<file path="src/rtl/core/jsu_pkg.sv">
`default_nettype none

package jsu_pkg;

	// result codes
	typedef enum logic [1:0] {
		KIND_BYTE = 2'd0,
		KIND_OK   = 2'd1,
		KIND_ERR  = 2'd2
	} kind_t;

	// decoder phases
	typedef enum logic [1:0] {
		PH_WAIT = 2'd0,
		PH_STR  = 2'd1,
		PH_ESC  = 2'd2,
		PH_HEX  = 2'd3
	} phase_t;

	typedef struct packed {
		logic [7:0] in_byte;
		logic       source_end;
	} src_t;

	typedef struct packed {
		logic [7:0] out_byte;
		kind_t      kind;
		logic       last;
	} res_t;

	// all results caused by one source byte
	typedef struct packed {
		logic [1:0]      cnt;
		kind_t           kind;
		logic [2:0][7:0] data;
	} grp_t;

	localparam int GRP_DEPTH_DFLT = 4;

	localparam logic [7:0]  UTF8_LEAD2 = 8'hC0;
	localparam logic [7:0]  UTF8_LEAD3 = 8'hE0;
	localparam logic [7:0]  UTF8_CONT  = 8'h80;
	localparam logic [7:0]  UTF8_MASK6 = 8'h3F;
	localparam logic [15:0] UTF8_LIM1  = 16'h0080;
	localparam logic [15:0] UTF8_LIM2  = 16'h0800;

endpackage

`default_nettype wire

</file>
<file path="src/rtl/core/json_string_unescape.sv">
// A source byte passes the input register, group queue and output register in turn.
// Throughput: one source byte and one result per cycle, each unless stalled.
// A \u escape yields up to three results from one byte; the group queue absorbs
// these bursts and the source side stalls only while the queue is full.
// Reset (arst_n low, asynchronous): decoder waits for an opening quote, queues empty.
`default_nettype none

module json_string_unescape #(
	parameter int GRP_DEPTH = jsu_pkg::GRP_DEPTH_DFLT
) (
	input  wire           clk,
	input  wire           arst_n,
	input  wire           src_valid,
	output logic          src_stall,
	input  jsu_pkg::src_t src_data,
	output logic          res_valid,
	input  wire           res_stall,
	output jsu_pkg::res_t res_data
);
	import jsu_pkg::*;

	// input register
	logic vld_s1;
	src_t src_s1;

	grp_t grp;
	logic grp_push;
	grp_t head;
	logic head_vld;
	logic grp_full;
	logic grp_pop;
	logic dec_en;

	// the registered byte is decoded as soon as the queue has room; the stall
	// comes from registers only, so it never waits on the source valid
	assign dec_en    = vld_s1 && !grp_full;
	assign src_stall = vld_s1 && grp_full;

	always_ff @(posedge clk) begin
		if (src_valid && !src_stall) src_s1 <= src_data;
	end

	always_ff @(posedge clk or negedge arst_n) begin
		if (!arst_n) begin
			vld_s1 <= 1'b0;
		end else if (!src_stall) begin
			vld_s1 <= src_valid;
		end
	end

	// escape and UTF-8 decode; bytes that yield nothing (outer whitespace, open quote,
	// backslash, u, hex digits before the last) update state without a queue transfer
	jsu_decode u_decode (
		.clk    (clk),
		.arst_n (arst_n),
		.en     (dec_en),
		.src    (src_s1),
		.grp    (grp),
		.push   (grp_push)
	);

	// one entry per source byte that yields results, holding all of them
	jsu_fifo #(
		.DEPTH (GRP_DEPTH)
	) u_fifo (
		.clk    (clk),
		.arst_n (arst_n),
		.push   (grp_push),
		.wdata  (grp),
		.pop    (grp_pop),
		.head   (head),
		.nempty (head_vld),
		.full   (grp_full)
	);

	// walks the head entry one result per transfer, marks the final one last
	jsu_serial u_serial (
		.clk       (clk),
		.arst_n    (arst_n),
		.head      (head),
		.head_vld  (head_vld),
		.pop       (grp_pop),
		.res_valid (res_valid),
		.res_stall (res_stall),
		.res_data  (res_data)
	);

endmodule

`default_nettype wire

</file>
<file path="src/rtl/core/jsu_decode.sv">
`default_nettype none

module jsu_decode (
	input  wire           clk,
	input  wire           arst_n,
	input  wire           en,
	input  jsu_pkg::src_t src,
	output jsu_pkg::grp_t grp,
	output logic          push
);
	import jsu_pkg::*;

	localparam logic [7:0] CH_QUOTE = 8'h22;
	localparam logic [7:0] CH_BSL   = 8'h5C;
	localparam logic [7:0] CH_SP    = 8'h20;
	localparam logic [7:0] CH_TAB   = 8'h09;
	localparam logic [7:0] CH_LF    = 8'h0A;
	localparam logic [7:0] CH_CR    = 8'h0D;
	localparam logic [7:0] CH_U     = 8'h75;

	phase_t      phase_q, phase_d;
	logic [1:0]  hex_left_q, hex_left_d;
	logic [15:0] code_q, code_d;

	logic [7:0]  c;
	logic        is_ws;
	logic        hex_ok;
	logic [3:0]  hex_v;
	logic        esc_ok;
	logic [7:0]  esc_b;
	logic [15:0] code_nx;

	assign c = src.in_byte;
	assign is_ws = (c == CH_SP) || (c == CH_TAB) || (c == CH_LF) || (c == CH_CR);
	assign code_nx = {code_q[11:0], hex_v};

	always_comb begin
		hex_ok = 1'b1;
		hex_v  = 4'd0;
		case (c) inside
			[8'h30:8'h39]: hex_v = c[3:0];
			[8'h41:8'h46],
			[8'h61:8'h66]: hex_v = 4'(c[2:0] + 3'd1) + 4'd8;
			default:       hex_ok = 1'b0;
		endcase
	end

	always_comb begin
		esc_ok = 1'b1;
		esc_b  = c;
		case (c)
			CH_QUOTE, CH_BSL, 8'h2F: esc_b = c;
			8'h62:   esc_b = 8'h08;
			8'h66:   esc_b = 8'h0C;
			8'h6E:   esc_b = 8'h0A;
			8'h72:   esc_b = 8'h0D;
			8'h74:   esc_b = 8'h09;
			default: esc_ok = 1'b0;
		endcase
	end

	function automatic grp_t utf8(input logic [15:0] cp);
		grp_t g;
		g      = '0;
		g.kind = KIND_BYTE;
		if (cp < UTF8_LIM1) begin
			g.cnt     = 2'd1;
			g.data[0] = cp[7:0];
		end else if (cp < UTF8_LIM2) begin
			g.cnt     = 2'd2;
			g.data[0] = UTF8_LEAD2 | {3'b0, cp[10:6]};
			g.data[1] = UTF8_CONT | ({2'b0, cp[5:0]} & UTF8_MASK6);
		end else begin
			g.cnt     = 2'd3;
			g.data[0] = UTF8_LEAD3 | {4'b0, cp[15:12]};
			g.data[1] = UTF8_CONT | {2'b0, cp[11:6]};
			g.data[2] = UTF8_CONT | {2'b0, cp[5:0]};
		end
		return g;
	endfunction

	// next state
	always_comb begin
		phase_d    = phase_q;
		hex_left_d = hex_left_q;
		code_d     = code_q;
		if (en) begin
			if (src.source_end) begin
				phase_d    = PH_WAIT;
				hex_left_d = 2'd0;
				code_d     = '0;
			end else begin
				case (phase_q)
					PH_WAIT: begin
						if (c == CH_QUOTE) phase_d = PH_STR;
					end
					PH_STR: begin
						if (c == CH_QUOTE) phase_d = PH_WAIT;
						else if (c == CH_BSL) phase_d = PH_ESC;
					end
					PH_ESC: begin
						if (c == CH_U) begin
							phase_d    = PH_HEX;
							hex_left_d = 2'd3;
							code_d     = '0;
						end else if (esc_ok) begin
							phase_d = PH_STR;
						end else begin
							phase_d    = PH_WAIT;
							hex_left_d = 2'd0;
							code_d     = '0;
						end
					end
					PH_HEX: begin
						if (!hex_ok) begin
							phase_d    = PH_WAIT;
							hex_left_d = 2'd0;
							code_d     = '0;
						end else if (hex_left_q == 2'd0) begin
							phase_d = PH_STR;
							code_d  = '0;
						end else begin
							hex_left_d = hex_left_q - 2'd1;
							code_d     = code_nx;
						end
					end
					default: phase_d = PH_WAIT;
				endcase
			end
		end
	end

	// results
	always_comb begin
		grp      = '0;
		grp.kind = KIND_BYTE;
		if (src.source_end) begin
			grp.cnt  = 2'd1;
			grp.kind = KIND_ERR;
		end else begin
			case (phase_q)
				PH_WAIT: begin
					if (c != CH_QUOTE && !is_ws) begin
						grp.cnt  = 2'd1;
						grp.kind = KIND_ERR;
					end
				end
				PH_STR: begin
					if (c == CH_QUOTE) begin
						grp.cnt  = 2'd1;
						grp.kind = KIND_OK;
					end else if (c != CH_BSL) begin
						grp.cnt     = 2'd1;
						grp.data[0] = c;
					end
				end
				PH_ESC: begin
					if (c == CH_U) begin
						grp.cnt = 2'd0;
					end else if (esc_ok) begin
						grp.cnt     = 2'd1;
						grp.data[0] = esc_b;
					end else begin
						grp.cnt  = 2'd1;
						grp.kind = KIND_ERR;
					end
				end
				PH_HEX: begin
					if (!hex_ok) begin
						grp.cnt  = 2'd1;
						grp.kind = KIND_ERR;
					end else if (hex_left_q == 2'd0) begin
						grp = utf8(code_nx);
					end
				end
				default: grp.cnt = 2'd0;
			endcase
		end
	end

	assign push = en && (grp.cnt != 2'd0);

	always_ff @(posedge clk or negedge arst_n) begin
		if (!arst_n) begin
			phase_q    <= PH_WAIT;
			hex_left_q <= 2'd0;
			code_q     <= '0;
		end else begin
			phase_q    <= phase_d;
			hex_left_q <= hex_left_d;
			code_q     <= code_d;
		end
	end

endmodule

`default_nettype wire

</file>
<file path="src/rtl/core/jsu_fifo.sv">
`default_nettype none

module jsu_fifo #(
	parameter int DEPTH = jsu_pkg::GRP_DEPTH_DFLT
) (
	input  wire           clk,
	input  wire           arst_n,
	input  wire           push,
	input  jsu_pkg::grp_t wdata,
	input  wire           pop,
	output jsu_pkg::grp_t head,
	output logic          nempty,
	output logic          full
);
	import jsu_pkg::*;

	localparam int AW = (DEPTH > 1) ? $clog2(DEPTH) : 1;

	grp_t          mem_q [DEPTH];
	logic [AW-1:0] wr_q, rd_q;
	logic [AW:0]   cnt_q;

	assign nempty = (cnt_q != '0);
	assign full   = (cnt_q == (AW+1)'(DEPTH));
	assign head   = mem_q[rd_q];

	function automatic logic [AW-1:0] bump(input logic [AW-1:0] p);
		return (p == AW'(DEPTH - 1)) ? '0 : p + AW'(1);
	endfunction

	always_ff @(posedge clk) begin
		if (push) mem_q[wr_q] <= wdata;
	end

	always_ff @(posedge clk or negedge arst_n) begin
		if (!arst_n) begin
			wr_q  <= '0;
			rd_q  <= '0;
			cnt_q <= '0;
		end else begin
			if (push) wr_q <= bump(wr_q);
			if (pop)  rd_q <= bump(rd_q);
			case ({push, pop})
				2'b10:   cnt_q <= cnt_q + (AW+1)'(1);
				2'b01:   cnt_q <= cnt_q - (AW+1)'(1);
				default: cnt_q <= cnt_q;
			endcase
		end
	end

endmodule

`default_nettype wire

</file>
<file path="src/rtl/core/jsu_serial.sv">
`default_nettype none

module jsu_serial (
	input  wire           clk,
	input  wire           arst_n,
	input  jsu_pkg::grp_t head,
	input  wire           head_vld,
	output logic          pop,
	output logic          res_valid,
	input  wire           res_stall,
	output jsu_pkg::res_t res_data
);
	import jsu_pkg::*;

	logic       vld_q;
	res_t       res_q;
	logic [1:0] idx_q;
	logic       load;
	logic       at_end;
	logic [7:0] sel_b;

	assign load   = !vld_q || !res_stall;
	assign at_end = (idx_q == head.cnt - 2'd1);
	assign pop    = load && head_vld && at_end;

	always_comb begin
		case (idx_q)
			2'd0:    sel_b = head.data[0];
			2'd1:    sel_b = head.data[1];
			default: sel_b = head.data[2];
		endcase
	end

	always_ff @(posedge clk) begin
		if (load && head_vld) begin
			res_q.out_byte <= sel_b;
			res_q.kind     <= head.kind;
			res_q.last     <= at_end;
		end
	end

	always_ff @(posedge clk or negedge arst_n) begin
		if (!arst_n) begin
			vld_q <= 1'b0;
			idx_q <= 2'd0;
		end else if (load) begin
			vld_q <= head_vld;
			if (head_vld) idx_q <= at_end ? 2'd0 : idx_q + 2'd1;
		end
	end

	assign res_valid = vld_q;
	assign res_data  = res_q;

endmodule

`default_nettype wire

</file>
<file path="config.mk">
export PLATFORM = sky130hd
export DESIGN_NAME = json_string_unescape
export DESIGN_NICKNAME = d
export VERILOG_FILES = /design/src/rtl/core/jsu_pkg.sv /design/src/rtl/core/json_string_unescape.sv /design/src/rtl/core/jsu_decode.sv /design/src/rtl/core/jsu_fifo.sv /design/src/rtl/core/jsu_serial.sv
export SDC_FILE = /design/constraint.sdc
export NUM_CORES = 1
export LEC_CHECK = 0
export BUFFER_PORTS_ARGS = -buffer_cell sky130_fd_sc_hd__buf_2
export CAP_MARGIN = 25
export CORE_MARGIN = 4
export CORE_UTILIZATION = 66
export CTS_CLUSTER_DIAMETER = 120
export DETAILED_ROUTE_END_ITERATION = 16
export PLACE_DENSITY = 0.92
export SLEW_MARGIN = 20
export SYNTH_ARGS = -nofsm -noshare
export SYNTH_HDL_FRONTEND = slang
export SYNTH_SLANG_ARGS = --single-unit
</file>
<file path="constraint.sdc">
create_clock -name clk -period 9.9 [get_ports clk]
set_input_delay 0.99 -clock clk [delete_from_list [all_inputs] [get_ports clk]]
set_output_delay 0.99 -clock clk [all_outputs]
set_load 0.01 [all_outputs]
</file>
==> results.cfg, run 1 <==
[status]
outcome = completed

[synthesis]
synth_area_per_cell_um2 = 14.5
synth_seq_area_share_pct = 63.3
syn_nets = 493
synth_cells = 466
ys_ff_latch = 147
yosys.area_share.simple_pct = 11.1
synth_fa_ha_area_share_pct = 2.70
synthMuxAreaShare_pct = 11.5
synth_xor_xnor_area_share_pct = 0.648
synth_edf_count = 120
synthFlopType = edfxtp_1
syn_area_um2 = 6760
synth_async_sr_flop_share_pct = 18.4
ys_warn_count = 0
synthDistinctLibCells = 63
synth-compound-area-share_pct = 8.29
synth_top_family_by_area = multiplexers

[timing]
hold_violations = 0
finalCriticalPeriod_ps = 3820
max_clock_freq_ghz = 0.262
finalSetupTns_ps = 0
whs_ps = 481
setup_viol = 0
maxSlewViolCount = 0
worst_pin_slew_ps = 727
fin_skew_ps = 10.9
rsz0062_at_grt = no
slew_headroom_pct = 51.4
finalCritPeriodShare_pct = 38.6

[cts]
insertion_delay_ps = 530
cts_tree = built
clk_path_buf_depth = 2
cts.clk_slew.worst_paths_ps = 60
cts_root_buffer = clkbuf_8
cts_buffers = 17
cts_setup_buffers = 0
cts.repair.resized = 0
cts.sinks = 147
htree_levels = 4
hold_buffers = 0

[floorplanning]
die_h_um = 109
dieArea_um2 = 11900
core_um2 = 9860
die_w_um = 109
initial_core_util_pct = 68.5
io_pins = 26
num_rows = 36

[pwr]
p_clk_share_pct = 33.1
p_leak_nw = 2.85
combinationalPowerShare_pct = 26.4
net-switching-power_mw = 0.684
irDropWorstVdd_v = 0.000156
p_sw_share_pct = 30.0
internal_power_mw = 1.59
power_density_nw_per_um2 = 295
seq_power_share_pct = 40.5

[worst_setup_path]
required_ps = 10350
path_cells = inv_1, ha_1, o21bai_4, a2111oi_4, nor3_2, a2111oi_4, a31oi_4, inv_1, ha_1, inv_1, fa_1, xor2_1, nor2_1, xor2_1
arrival_ps = 4270
cp_top_family = compound AO/OA/AOI/OAI gates
cp-start-kind = flop
critPathBufInv = 3
crit_fanout = 8
path_class = reg -> reg
crit_top_cell = inv_1
slowest_stage = a2111oi_4
crit_path_end_kind = flop
max_stage_delay_ps = 600

[placement]
numPortBuffers = 25
numPlacedInstances = 611
post-dp-hpwl_mm = 10.1
place.gp.congestion = 0.931

[routing]
vias_per_cell = 6.90
drtAntennaViolNets = 0
wl_per_cell_um = 25.4
via_count = 4446
drt_iter0_markers = 601
drt_pass1_iterations = 7
drc = 0
wl_mm = 16.4

[grt]
antenna_found_initial = 0
grt_pass1_vias = 4482
grt_max_degree = 29
grt_pass1_wl_mm = 25.7
grt.overflow.total = 0
track_usage_pct = 29.8

[layout]
final-instance-count-excl-fill = 644
n_antenna_cell = 0
utilization_pct = 78.3
nFillCells = 474
syn2layout_area_growth_pct = 14.2
fin_nets = 525
drive_gt1_share_pct = 22.5

[job]
max_cap_viol_count = 0

[worst_hold_path]
hp-class = in -> async
[worst paths after layout]
check                                                from                             end  slack, ps  cells past startpoint
setup / recovery                      src_s1[1]$_DFFE_PP_     u_fifo.cnt_q[2]$_DFFE_PN0P_       6080                     14
hold / removal                                     arst_n              vld_s1$_DFFE_PN0N_        480                      1
setup reg to reg                      src_s1[1]$_DFFE_PP_     u_fifo.cnt_q[2]$_DFFE_PN0P_       6080                     14
hold reg to reg            u_serial.res_valid$_DFFE_PN0P_  u_serial.res_valid$_DFFE_PN0P_        540                      2
max in group asynchronous                          arst_n  u_decode.code_q[6]$_DFFE_PN0P_       8980                      1
min in group clk           u_serial.res_valid$_DFFE_PN0P_  u_serial.res_valid$_DFFE_PN0P_        540                      2
[stage by stage]
step / power [mW] / area (µm²) / worst slack [ps]
after floorplan: 1.32 / 6760 / 6670
after global placement: 1.43 / 6980 / 6340
after detailed placement: 1.50 / 7030 / 6260
after CTS: 2.27 / 7720 / 6140
after global routing: 2.36 / 7720 / 5870
final: 2.28 / 7720 / 6080
[cell usage in the layout (no fill, tap or decap), drive strengths merged, types with 4 or more instances in the layout]
cell    instances
dfrtp          27
clkinv          4
nand4           4
buf            28
nor2b          14
a21oi          14
a221o           7
nand2          37
and3            7
a31oi           5
nand3          12
a22oi           4
bufinv          7
nor3           10
and2           10
ha             13
inv            29
o21ai          19
mux2           11
clkbuf         18
mux2i           8
edfxtp        120
mux4           25
nor2           31
[cells in the mapped netlist (all sizes together) (9+ instances only)]
| library cell | number | area [µm²] |
|---|---|---|
| edfxtp | 120 | 3600 |
| nand2 | 37 | 139 |
| nor2 | 31 | 119 |
| dfrtp | 27 | 676 |
| inv | 25 | 93.8 |
| mux4 | 25 | 563 |
| o21ai | 19 | 95.1 |
| a21oi | 14 | 70.1 |
| nor2b | 14 | 87.6 |
| ha | 13 | 163 |
| nand3 | 12 | 65.1 |
| mux2 | 11 | 131 |
| and2 | 10 | 62.6 |
| nor3 | 10 | 60.1 |
| buf | 9 | 48.8 |
[power by group through the flow]
stage                     clock network [mW]  logic (mW)  registers (mW)
after floorplan                            0       0.418           0.899
final                                  0.754       0.602           0.923
after detailed placement                   0       0.571           0.925
after CTS                              0.753       0.598           0.923
after global placement                     0       0.513           0.920
after global routing                   0.783       0.639           0.934
[cell families after synthesis]
group | Yosys count
buffers and inverters | 41
adders and majority gates | 14
DFF | 147
xor gates and xnor gates | 5
AOI/OAI and AO/OA | 73
muxes | 44
and+or+nand+nor | 142
[layer usage]
metal | track usage [%] | vias up | routed length [µm]
met5 | 0 | - | 0
met4 | 11.5 | 0 | 592
met3 | 5.39 | 72 | 1470
met2 | 51.4 | 344 | 8370
met1 | 37.8 | 2180 | 5930
li1 | - | 1850 | -
[registers in the layout, indices dropped and copies added, names as in the netlist]
| signal | cells |
|---|---|
| u_fifo.rd_q | 2 |
| src_s1 | 9 |
| vld_s1 | 1 |
| u_serial.res_valid | 1 |
| u_fifo.wr_q | 2 |
| u_serial.idx_q | 2 |
| u_decode.hex_left_q | 2 |
| u_decode.code_q | 12 |
| u_fifo.cnt_q | 3 |
| u_fifo.mem_q | 100 |
| u_serial.res_data | 11 |
| u_decode.phase_q | 2 |
[area by class of cell]
cell class                 count  area, µm²  area share, %
clock inverter                15        275           3.56
clock buffer                  17        414           5.36
sequential                   147       4280           55.4
multi-input combinational    278       2320           30.0
timing repair buffer          29        180           2.33
tap                          133        166           2.15
inverter                      25       93.8           1.21
(Power assumes the default switching activity.)
==> inputs of run 2 (changes only) <==
CORE_UTILIZATION = 62   (was 66)
PLACE_DENSITY = 0.88   (was 0.92)
clock period = 3.96 ns   (was 9.9 ns; I/O delays follow)
==> results.cfg, run 2 (synthesis results as in run 1) <==
[timing]
hold_violations = 0
slew_headroom_pct = 43.3
max_clock_freq_ghz = 0.277
whs_ps = 26.8
rsz0062_at_grt = no
finalCriticalPeriod_ps = 3610
fin_skew_ps = 11.1
maxSlewViolCount = 0
finalCritPeriodShare_pct = 91.3
setup_viol = 0
worst_pin_slew_ps = 842
finalSetupTns_ps = 0

[pwr]
net-switching-power_mw = 1.73
seq_power_share_pct = 42.9
internal_power_mw = 3.62
combinationalPowerShare_pct = 27.9
irDropWorstVdd_v = 0.000569
p_clk_share_pct = 29.2
p_sw_share_pct = 32.3
power_density_nw_per_um2 = 700
p_leak_nw = 2.82

[worst_setup_path]
path_cells = inv_1, ha_1, o21bai_4, a2111oi_4, nor3_2, a2111oi_4, a31oi_4, inv_1, ha_1, inv_1, fa_1, xor2_1, nor2_1, xor2_1
cp-start-kind = flop
crit_fanout = 8
arrival_ps = 4080
worstRegToRegCells = 14
critPathBufInv = 3
crit_path_end_kind = flop
path_class = reg -> reg
reg2reg_slack_ps = 350
max_stage_delay_ps = 560
cp_top_family = compound AO/OA/AOI/OAI gates
slowest_stage = a2111oi_4
r2r-end = u_fifo.cnt_q[2]$_DFFE_PN0P_
crit_top_cell = inv_1
r2r_start = src_s1[1]$_DFFE_PP_
required_ps = 4420

[cts]
cts.clk_slew.worst_paths_ps = 70
hold_buffers = 1
htree_levels = 4
cts_setup_buffers = 0
clk_path_buf_depth = 2
cts_root_buffer = clkbuf_8
insertion_delay_ps = 540
cts_tree = built
cts.sinks = 147
cts_buffers = 17
cts.repair.resized = 0

[floorplanning]
dieArea_um2 = 12600
die_w_um = 112
num_rows = 37
initial_core_util_pct = 64.6
core_um2 = 10500
die_h_um = 112
io_pins = 26

[routing]
vias_per_cell = 6.57
wl_per_cell_um = 24.2
drc = 0
drt_pass1_iterations = 5
drt_iter0_markers = 430
via_count = 4295
drtAntennaViolNets = 0
wl_mm = 15.8

[layout]
drive_gt1_share_pct = 23.0
regMostFlops = u_fifo.mem_q
fin_nets = 532
syn2layout_area_growth_pct = 13.0
most-common-layout-cells = 120 x edfxtp_1, 37 x nand2_1, 30 x nor2_1, 27 x dfrtp_1
final_common_cell = edfxtp_1
final-instance-count-excl-fill = 654
nFillCells = 635
largest_reg_flops = 100
n_antenna_cell = 0

[grt]
grt_max_degree = 28
grt_pass1_vias = 4354
grt.overflow.total = 0
track_usage_pct = 26.5
antenna_found_initial = 0
grt_pass1_wl_mm = 25.0

[status]
outcome = completed

[worst_hold_path]
holdPathStages = 1
hold_path_startpoint = src_data[8]
hp-class = in -> reg
holdPathEnd = src_s1[8]$_DFFE_PP_

[placement]
place.gp.congestion = 0.936
numPlacedInstances = 621
post-dp-hpwl_mm = 9.97
numPortBuffers = 25

[job]
max_cap_viol_count = 0
run 2: cell count changes in the layout (fill, tap and decap cells not counted), moves of 3 or more:
cell / delta
clkinvlp_4: +3
and2_1: +3
and2_2: -3
buf_4: +9
bufinv_16: -6
inv_8: +3
run 2: area by class of cell:
type | instances | area, µm² | share of cell area [%]
sequential | 147 | 4280 | 56.0
clock buffer | 17 | 414 | 5.42
inverter | 25 | 93.8 | 1.23
timing repair buffer | 36 | 210 | 2.75
multi-input combinational | 278 | 2310 | 30.3
clock inverter | 15 | 164 | 2.14
tap | 136 | 170 | 2.23
run 2: worst max-delay path by stage:
| stage | from | to | cells past startpoint |
|---|---|---|---|
| floorplan | src_s1[1]$_DFFE_PP_ | u_fifo.cnt_q[2]$_DFFE_PN0P_ | 14 |
| global placement | src_s1[1]$_DFFE_PP_ | u_fifo.cnt_q[2]$_DFFE_PN0P_ | 14 |
| detailed placement | src_s1[1]$_DFFE_PP_ | u_fifo.cnt_q[2]$_DFFE_PN0P_ | 14 |
| CTS | src_s1[1]$_DFFE_PP_ | u_fifo.cnt_q[2]$_DFFE_PN0P_ | 14 |
| global route | src_s1[1]$_DFFE_PP_ | u_fifo.cnt_q[2]$_DFFE_PN0P_ | 14 |
| finish | src_s1[1]$_DFFE_PP_ | u_fifo.cnt_q[2]$_DFFE_PN0P_ | 14 |
run 2: per-layer routing:
metal  up-vias  share of wire [%]  track usage, %  wire length, µm
met2       246                 51            44.8             8060
met5         -                  0               0                0
met3        47                7.7            5.50             1220
met4         0                3.3            10.6              530
met1      2130                 38            33.9             6020
li1       1872                  -               -                -
run 2: power groups by stage:
stage	logic, mW	registers (mW)	clock network, mW
after floorplan	1.04	2.25	0
after global placement	1.37	2.26	0
after detailed placement	1.44	2.30	0
after CTS	1.50	2.29	1.58
after global routing	1.61	2.32	1.66
final	1.49	2.29	1.56
run 2: metrics by stage:
step / setup WS, ps / util, % / instance area (µm²) / total power [mW]
floorplan: 730 / - / 6760 / 3.29
finish: 346 / 73.1 / 7640 / 5.35
global placement: 525 / 67.4 / 7060 / 3.63
CTS: 367 / 73.1 / 7640 / 5.37
detailed placement: 399 / 67.4 / 7060 / 3.74
global route: 121 / 73.1 / 7640 / 5.59
